[config.mk]
export PLATFORM = sky130hd
export DESIGN_NAME = quicksort_sorter
export DESIGN_NICKNAME = d
export VERILOG_FILES = /design/src/rtl/qs_pkg.sv /design/src/rtl/qs_ram.sv /design/src/rtl/quicksort_sorter.sv
export SDC_FILE = /design/constraint.sdc
export NUM_CORES = 2
export LEC_CHECK = 0
export BUFFER_PORTS_ARGS = -buffer_cell sky130_fd_sc_hd__buf_2
export CORE_MARGIN = 2
export CORE_UTILIZATION = 30
export DETAILED_ROUTE_END_ITERATION = 8
export GPL_ROUTABILITY_DRIVEN = 0
export PLACE_DENSITY_LB_ADDON = 0.08
export SLEW_MARGIN = 0
export SYNTH_ARGS = -nofsm -noshare
export SYNTH_HDL_FRONTEND = slang
export SYNTH_SLANG_ARGS = --single-unit
export TNS_END_PERCENT = 1
[constraint.sdc]
create_clock -name clk -period 7 [get_ports clk]
set_input_delay 0.7 -clock clk [delete_from_list [all_inputs] [get_ports clk]]
set_output_delay 0.7 -clock clk [all_outputs]
set_load 0.02 [all_outputs]
[src/rtl/qs_pkg.sv]
// Shared constants and types for the quicksort sorter.
// No dependencies.
`default_nettype none
package qs_pkg;
  localparam int DEPTH       = 64;
  localparam int VALUE_WIDTH = 32;
  localparam int IDX_W       = $clog2(DEPTH);
  localparam int CNT_W       = IDX_W + 1;
  localparam int RANGE_W     = 2 * IDX_W;

  typedef logic [VALUE_WIDTH-1:0] value_t;
  typedef logic [IDX_W-1:0]       idx_t;
  typedef logic [CNT_W-1:0]       cnt_t;

  typedef struct packed {
    idx_t hi;
    idx_t lo;
  } range_t;
endpackage
`default_nettype wire

[src/rtl/qs_ram.sv]
// Generic simple dual-port RAM: one write port, one read port, registered read.
// No dependencies.
`default_nettype none
module qs_ram #(
  parameter int WIDTH = 8,
  parameter int DEPTH = 16
) (
  input  wire logic                     clk,
  input  wire logic                     we,
  input  wire logic [$clog2(DEPTH)-1:0] waddr,
  input  wire logic [WIDTH-1:0]         wdata,
  input  wire logic [$clog2(DEPTH)-1:0] raddr,
  output logic      [WIDTH-1:0]         rdata
);
  logic [WIDTH-1:0] mem [DEPTH];

  always_ff @(posedge clk) begin
    if (we) begin
      mem[waddr] <= wdata;
    end
    rdata <= mem[raddr];
  end
endmodule
`default_nettype wire

[src/rtl/quicksort_sorter.sv]
// Quicksort sorter top level: collect, sort in place, stream out.
// Depends on qs_pkg and qs_ram.
//
// Values are taken one beat at a time into an element RAM of DEPTH entries; the beat
// flagged last_item closes the set (beats beyond DEPTH are dropped and every result of
// that run reports dropped). While sorting and emitting, in_stall is high. The sort
// runs Hoare partitions with the first element of each range as pivot and a range
// stack held in a second RAM; every element read goes through the single read port of
// the element RAM, every swap writes both elements in turn and then restarts both
// scans, and each range adds a pop, a pivot fetch, a scan start and a push. The worst
// case (already sorted input) grows with N squared. Each result is read, registered
// and then held on the output until out_stall is low.
`default_nettype none
module quicksort_sorter (
  input  wire logic                 clk,
  input  wire logic                 rst_n,
  input  wire logic                 in_valid,
  output logic                      in_stall,
  input  wire qs_pkg::value_t       in_value,
  input  wire logic                 in_last_item,
  output logic                      out_valid,
  input  wire logic                 out_stall,
  output qs_pkg::value_t            out_sorted_value,
  output logic                      out_last_result,
  output logic                      out_dropped
);
  import qs_pkg::*;

  typedef enum logic [15:0] {
    S_LOAD  = 16'h0001,
    S_INIT  = 16'h0002,
    S_POP   = 16'h0004,
    S_POPW  = 16'h0008,
    S_PIV   = 16'h0010,
    S_JRD   = 16'h0020,
    S_JCHK  = 16'h0040,
    S_IRD   = 16'h0080,
    S_ICHK  = 16'h0100,
    S_SWP1  = 16'h0200,
    S_SWP2  = 16'h0400,
    S_PUSH1 = 16'h0800,
    S_PUSH2 = 16'h1000,
    S_ORD   = 16'h2000,
    S_OWT   = 16'h4000,
    S_OHLD  = 16'h8000
  } state_t;

  state_t state_r, state_nxt;
  cnt_t   fill_r, fill_nxt;
  cnt_t   sp_r, sp_nxt;
  logic   ovf_r, ovf_nxt;
  idx_t   lo_r, lo_nxt, hi_r, hi_nxt, k_r, k_nxt;
  cnt_t   i_r, i_nxt, j_r, j_nxt;
  value_t pivot_r, pivot_nxt, vi_r, vi_nxt, vj_r, vj_nxt;
  value_t out_val_r, out_val_nxt;
  logic   out_valid_r, out_valid_nxt, out_last_r, out_last_nxt;

  logic   st_we, rs_we;
  idx_t   st_waddr, st_raddr, rs_waddr, rs_raddr;
  value_t st_wdata, st_rdata;
  range_t rs_wdata, rs_rdata;
  idx_t   q;
  cnt_t   hi_ext, lo_ext;

  qs_ram #(.WIDTH(VALUE_WIDTH), .DEPTH(DEPTH)) u_store (
    .clk(clk), .we(st_we), .waddr(st_waddr), .wdata(st_wdata),
    .raddr(st_raddr), .rdata(st_rdata)
  );

  qs_ram #(.WIDTH(RANGE_W), .DEPTH(DEPTH)) u_stack (
    .clk(clk), .we(rs_we), .waddr(rs_waddr), .wdata(rs_wdata),
    .raddr(rs_raddr), .rdata(rs_rdata)
  );

  assign hi_ext = {1'b0, hi_r};
  assign lo_ext = {1'b0, lo_r};
  // split index, pulled below hi so both halves shrink
  assign q = (j_r >= hi_ext) ? hi_r - idx_t'(1) : j_r[IDX_W-1:0];

  always_comb begin
    state_nxt     = state_r;
    fill_nxt      = fill_r;
    sp_nxt        = sp_r;
    ovf_nxt       = ovf_r;
    lo_nxt        = lo_r;
    hi_nxt        = hi_r;
    k_nxt         = k_r;
    i_nxt         = i_r;
    j_nxt         = j_r;
    pivot_nxt     = pivot_r;
    vi_nxt        = vi_r;
    vj_nxt        = vj_r;
    out_val_nxt   = out_val_r;
    out_valid_nxt = out_valid_r;
    out_last_nxt  = out_last_r;
    st_we         = 1'b0;
    st_waddr      = fill_r[IDX_W-1:0];
    st_wdata      = in_value;
    st_raddr      = '0;
    rs_we         = 1'b0;
    rs_waddr      = sp_r[IDX_W-1:0];
    rs_wdata      = '0;
    rs_raddr      = '0;

    case (state_r)
      S_LOAD: begin
        if (in_valid) begin
          if (fill_r < cnt_t'(DEPTH)) begin
            st_we    = 1'b1;
            fill_nxt = fill_r + cnt_t'(1);
          end else begin
            ovf_nxt = 1'b1;
          end
          if (in_last_item) begin
            state_nxt = S_INIT;
          end
        end
      end
      S_INIT: begin
        sp_nxt = '0;
        if (fill_r >= cnt_t'(2)) begin
          rs_we    = 1'b1;
          rs_waddr = '0;
          rs_wdata = '{hi: idx_t'(fill_r - cnt_t'(1)), lo: '0};
          sp_nxt   = cnt_t'(1);
        end
        state_nxt = S_POP;
      end
      S_POP: begin
        if (sp_r == '0) begin
          k_nxt     = '0;
          state_nxt = S_ORD;
        end else begin
          sp_nxt    = sp_r - cnt_t'(1);
          rs_raddr  = idx_t'(sp_r - cnt_t'(1));
          state_nxt = S_POPW;
        end
      end
      S_POPW: begin
        lo_nxt = rs_rdata.lo;
        hi_nxt = rs_rdata.hi;
        if (rs_rdata.lo >= rs_rdata.hi) begin
          state_nxt = S_POP;
        end else begin
          st_raddr  = rs_rdata.lo;
          state_nxt = S_PIV;
        end
      end
      S_PIV: begin
        pivot_nxt = st_rdata;
        i_nxt     = lo_ext - cnt_t'(1);
        j_nxt     = hi_ext + cnt_t'(1);
        state_nxt = S_JRD;
      end
      S_JRD: begin
        j_nxt     = j_r - cnt_t'(1);
        st_raddr  = idx_t'(j_r - cnt_t'(1));
        state_nxt = S_JCHK;
      end
      S_JCHK: begin
        if (j_r > lo_ext && pivot_r < st_rdata) begin
          j_nxt    = j_r - cnt_t'(1);
          st_raddr = idx_t'(j_r - cnt_t'(1));
        end else begin
          vj_nxt    = st_rdata;
          state_nxt = S_IRD;
        end
      end
      S_IRD: begin
        i_nxt     = i_r + cnt_t'(1);
        st_raddr  = idx_t'(i_r + cnt_t'(1));
        state_nxt = S_ICHK;
      end
      S_ICHK: begin
        if (i_r < hi_ext && pivot_r > st_rdata) begin
          i_nxt    = i_r + cnt_t'(1);
          st_raddr = idx_t'(i_r + cnt_t'(1));
        end else begin
          vi_nxt    = st_rdata;
          state_nxt = (i_r < j_r) ? S_SWP1 : S_PUSH1;
        end
      end
      S_SWP1: begin
        st_we     = 1'b1;
        st_waddr  = i_r[IDX_W-1:0];
        st_wdata  = vj_r;
        state_nxt = S_SWP2;
      end
      S_SWP2: begin
        st_we     = 1'b1;
        st_waddr  = j_r[IDX_W-1:0];
        st_wdata  = vi_r;
        state_nxt = S_JRD;
      end
      S_PUSH1: begin
        if ({1'b0, q} + cnt_t'(1) < hi_ext && sp_r < cnt_t'(DEPTH)) begin
          rs_we    = 1'b1;
          rs_wdata = '{hi: hi_r, lo: q + idx_t'(1)};
          sp_nxt   = sp_r + cnt_t'(1);
        end
        state_nxt = S_PUSH2;
      end
      S_PUSH2: begin
        if (lo_r < q && sp_r < cnt_t'(DEPTH)) begin
          rs_we    = 1'b1;
          rs_wdata = '{hi: q, lo: lo_r};
          sp_nxt   = sp_r + cnt_t'(1);
        end
        state_nxt = S_POP;
      end
      S_ORD: begin
        st_raddr  = k_r;
        state_nxt = S_OWT;
      end
      S_OWT: begin
        out_val_nxt   = st_rdata;
        out_last_nxt  = ({1'b0, k_r} == fill_r - cnt_t'(1));
        out_valid_nxt = 1'b1;
        state_nxt     = S_OHLD;
      end
      S_OHLD: begin
        if (!out_stall) begin
          out_valid_nxt = 1'b0;
          if (out_last_r) begin
            fill_nxt  = '0;
            sp_nxt    = '0;
            ovf_nxt   = 1'b0;
            state_nxt = S_LOAD;
          end else begin
            k_nxt     = k_r + idx_t'(1);
            state_nxt = S_ORD;
          end
        end
      end
      default: state_nxt = S_LOAD;
    endcase
  end

  always_ff @(posedge clk) begin
    if (!rst_n) begin
      state_r     <= S_LOAD;
      fill_r      <= '0;
      sp_r        <= '0;
      ovf_r       <= 1'b0;
      out_valid_r <= 1'b0;
    end else begin
      state_r     <= state_nxt;
      fill_r      <= fill_nxt;
      sp_r        <= sp_nxt;
      ovf_r       <= ovf_nxt;
      out_valid_r <= out_valid_nxt;
    end
    lo_r       <= lo_nxt;
    hi_r       <= hi_nxt;
    k_r        <= k_nxt;
    i_r        <= i_nxt;
    j_r        <= j_nxt;
    pivot_r    <= pivot_nxt;
    vi_r       <= vi_nxt;
    vj_r       <= vj_nxt;
    out_val_r  <= out_val_nxt;
    out_last_r <= out_last_nxt;
  end

  assign in_stall         = (state_r != S_LOAD);
  assign out_valid        = out_valid_r;
  assign out_sorted_value = out_val_r;
  assign out_last_result  = out_last_r;
  assign out_dropped      = ovf_r;
endmodule
`default_nettype wire

==> impl_results.md <==
* Synth area leader: edfxtp_1
* All-Layer GR Usage at 0.215
* Max-Cap Viols at 0
* Tightest Hold Check Type: input pin to flop
* Yosys reg bits at 3053
* Met1 Wirelength at about 200000 microns
* Pwr per Cell Area at 273 nW/um^2
* Fill count at just under 40000
* Port bufs at a little over 70
* Syn_area_per_cell at 15.0 sq um
* Wire length per cell at between 30 and 40 microns
* VDD IR max at between 150 and 200 uV
* Die Ht at 640 microns
* Critical path's slowest cell: nor4_1
* First-pass GRT wire length at 620000 microns
* Ports at 73
* Share of cells above drive strength 1 at 0.150
* Req. time, crit path at about 7700 ps
* Die Width at ~640 microns
* Crit Reg-Reg Endpoint: u_store.rdata[18]$_DFF_P_
* Crit. Startpoint: u_store.rdata[21]$_DFF_P_
* Asr flop ratio synth at 0
* Initial antenna violation count at 25
* CTS tree: done
* Syn_nets at 8215
* CP arrival at approximately 7400 ps
* Status: complete, no violations
* Max layer used: met5
* Footprint of the multi-input gates at slightly below 30000 sq um
* LEAKAGE at around 0.050 uW
* Worst Setup End Kind: flop
* Number of iterations in the first detailed-routing pass at 8
* EDFF count, synth at 2977
* Cell with the most instances after synthesis: edfxtp_1
* Top FF cell, synth: edfxtp_1
* Via count at around 74000
* Die Footprint at slightly above 400000 sq um
* Cell family with most CP delay: simple AND/OR/NAND/NOR gates
* Unique masters post-synth at just over 90
* Crit path kind: flop to flop
* Logic pwr share at 0.025
* Final core utilization at 0.357
* NetSw at about 8400 uW
* Final setup fails at 0
* Fin crit share at 0.962
* Clock Power Share at 0.461
* Row count at 233
* CP Depth at 16
* Clk sinks at 3053
* Largest net degree at the start of global routing at between 100 and 150
* Area delta synth->final at 18.3%
* DR iter-0 viols at between 7000 and 8000
* PostCTS Resize Cnt at 0
* Total global routing overflow at 0
* Top cells by count, synth: edfxtp_1 (2977), nand2_1 (1474), mux2i_1 (591)
* Syn Inst Count at roughly 8100
* Worst R2R Start: u_store.rdata[21]$_DFF_P_
* RSZ-0062 raised after global routing: no
* Ys Warns at 0
* CP peak stage delay at ~1200 ps
* Vias per cell at roughly 5.2
* Slew @ Worst Pin at 1440 ps
* CTS clk-pin slew, worst paths at approximately 60 ps
* Switching share of total power at 0.215
* Post-route cell area at around 140000 sq um
* Worst Setup Start Kind: flop
* Final net count at between 8000 and 9000
* Clk root buf: clkbuf_16
* Synth top area cells: edfxtp_1 (74%), mux2i_1 (4.9%), nand2_1 (4.6%), dfxtp_1 (1.3%), nand3_1 (1.1%)
* Cells after DPL at between 10000 and 15000
* Crit path buf inv count at 4
* Post-CTS setup buffers at 0
* Starting Density at 0.301
* Final Hold Violating Endpoints at 0
* Post-Layout Cell Count at approximately 14000
* Hold path cells at 3
* Clock H-tree levels at 5
* Worst skew pair latency at ~970 ps
* Clock Skew at between 100 and 150 ps
* CP cell instances: inv_1 > ha_1 > a21oi_1 > o21ai_0 > a221o_1 > nand3b_1 > o2111a_1 > o21ai_0 > nand2_4 > buf_4 > nand3_4 > buf_4 > buf_4 > o21ai_0 > nor4_1 > nor4_1
* Clk buf depth at 4
* DP HPWL at between 200000 and 300000 microns
* Core box area at around 400000 sq um
* Flop pwr share at 0.514
* Reg area at just over 90000 sq um
* # DRC at 0
* Final wirelength at roughly 450000 microns
* Syn Std Cell Area at around 120000 sq um
* Hold-fix buffers, CTS at 0
* Max Freq at 148 MHz
* Routed wl met3 at 20100 microns
* CTS Buf Count at 356
* Slew headroom at 0.0339
* R2r setup slk at 260 ps
* Worst setup endpoint: u_store.rdata[18]$_DFF_P_
* Placed cell areas at about 130000 sq um
* Int Power at 30800 uW
* Vias in the first global route at about 74000
* Register area share after synthesis at 0.749
* Worst-path maximum fanout at 20
* Yosys top cell area share at 0.736
* Metal2 WL at between 200000 and 250000 microns
* Max Slew Vio Count at 0
* Final min period at just under 7000 ps
* DRT antenna net count at 0
* R2R depth at 16
-- final cells by class --
type,instances,area share
clock inverter,187,0.0115
multi-input combinational,4481,0.203
sequential,3053,0.633
tap,5405,0.0471
inverter,73,0.00194
antenna,18,0.000314
clock buffer,462,0.0663
timing repair buffer,614,0.0369
-- worst min-delay path by stage --
stage,from,end
floorplan,u_stack.rdata[7]$_DFF_P_,hi_r[1]$_DFFE_PP_
global placement,u_stack.rdata[11]$_DFF_P_,hi_r[5]$_DFFE_PP_
detailed placement,u_stack.rdata[9]$_DFF_P_,hi_r[3]$_DFFE_PP_
CTS,out_stall,state_r[15]$_SDFFE_PN0P_
global route,out_stall,state_r[15]$_SDFFE_PN0P_
finish,out_stall,state_r[15]$_SDFFE_PN0P_
-- worst register-to-register path, stage by stage, from the launching register on --
cell      delay (ps)
dfxtp_1          470
inv_1             80
ha_1             300
a21oi_1          140
o21ai_0          180
a221o_1          370
nand3b_1         570
o2111a_1         550
o21ai_0          610
nand2_4          180
buf_4            270
nand3_4          420
buf_4            360
buf_4            250
o21ai_0          130
nor4_1          1190
nor4_1           410
-- through the flow --
stage / hold WS (ps) / TNS [ps] / setup slack (ps) / total power, uW
2_1_floorplan: 408 / -138980 / -434 / 20900
3_3_place_gp: 423 / -54.2 / -54.2 / 21500
3_5_place_dp: 425 / 0 / 253 / 21500
4_1_cts: 6.23 / 0 / 234 / 39700
5_1_grt: 57.3 / 0 / 135 / 40400
6_report: 89.3 / 0 / 264 / 39200
-- power groups by stage --
stage | sequential [uW] | clock (uW) | combinational [uW]
6_report | 20200 | 18100 | 971
5_1_grt | 20200 | 19200 | 1020
4_1_cts | 20200 | 18500 | 992
3_5_place_dp | 20500 | 0 | 989
3_3_place_gp | 20500 | 0 | 980
2_1_floorplan | 20500 | 0 | 365
-- per-layer routing --
| metal | up-vias | GRT usage |
|---|---|---|
| li1 | 32432 | - |
| met1 | 39181 | 0.293 |
| met2 | 2133 | 0.363 |
| met3 | 547 | 0.0223 |
| met4 | 4 | 0.0649 |
| met5 | - | 0 |
-- layout by cell type, fill, tap and decap left out, drive strengths merged, types with 21 or more instances in the layout --
cell type	netlist	final
mux2i	591	591
dfxtp	76	76
a32oi	63	63
buf	179	614
clkbuf	309	462
a221oi	77	77
nand2	1476	1476
nor2	222	222
o22ai	164	164
clkinv	0	145
nor3	71	71
xor2	22	22
nor4	65	65
edfxtp	2977	2977
a22oi	43	43
o21ai	217	217
a211oi	45	45
o221ai	124	124
inv	73	88
or3	21	21
bufinv	0	24
nand2b	22	22
a21o	26	26
xnor2	29	29
and3	153	153
mux4	48	48
nand3	271	271
ha	83	83
nand4	42	42
a21oi	173	173
a32o	44	44
a31oi	155	155
-- state kept, by name, summed over array words and instances (netlist names) --
signal / count
fill_r: 7
hi_r: 6
i_r: 7
j_r: 7
k_r: 6
lo_r: 6
out_dropped: 1
out_last_result: 1
out_sorted_value: 32
out_valid: 1
pivot_r: 32
sp_r: 7
state_r: 16
u_stack.mem: 768
u_stack.rdata: 12
u_store.mem: 2048
u_store.rdata: 32
vi_r: 32
vj_r: 32
-- kinds of logic after synthesis --
logic type / after synthesis / synth area share
AOI/OAI and AO/OA: 1288 / 0.0738
adders and majority gates: 83 / 0.00855
DFF: 3053 / 0.749
xor gates and xnor gates: 51 / 0.00368
muxes: 646 / 0.0583
and+or+nand+nor: 2413 / 0.0869
buffers and inverters: 561 / 0.0198
Power figures use the tool's default switching activity.
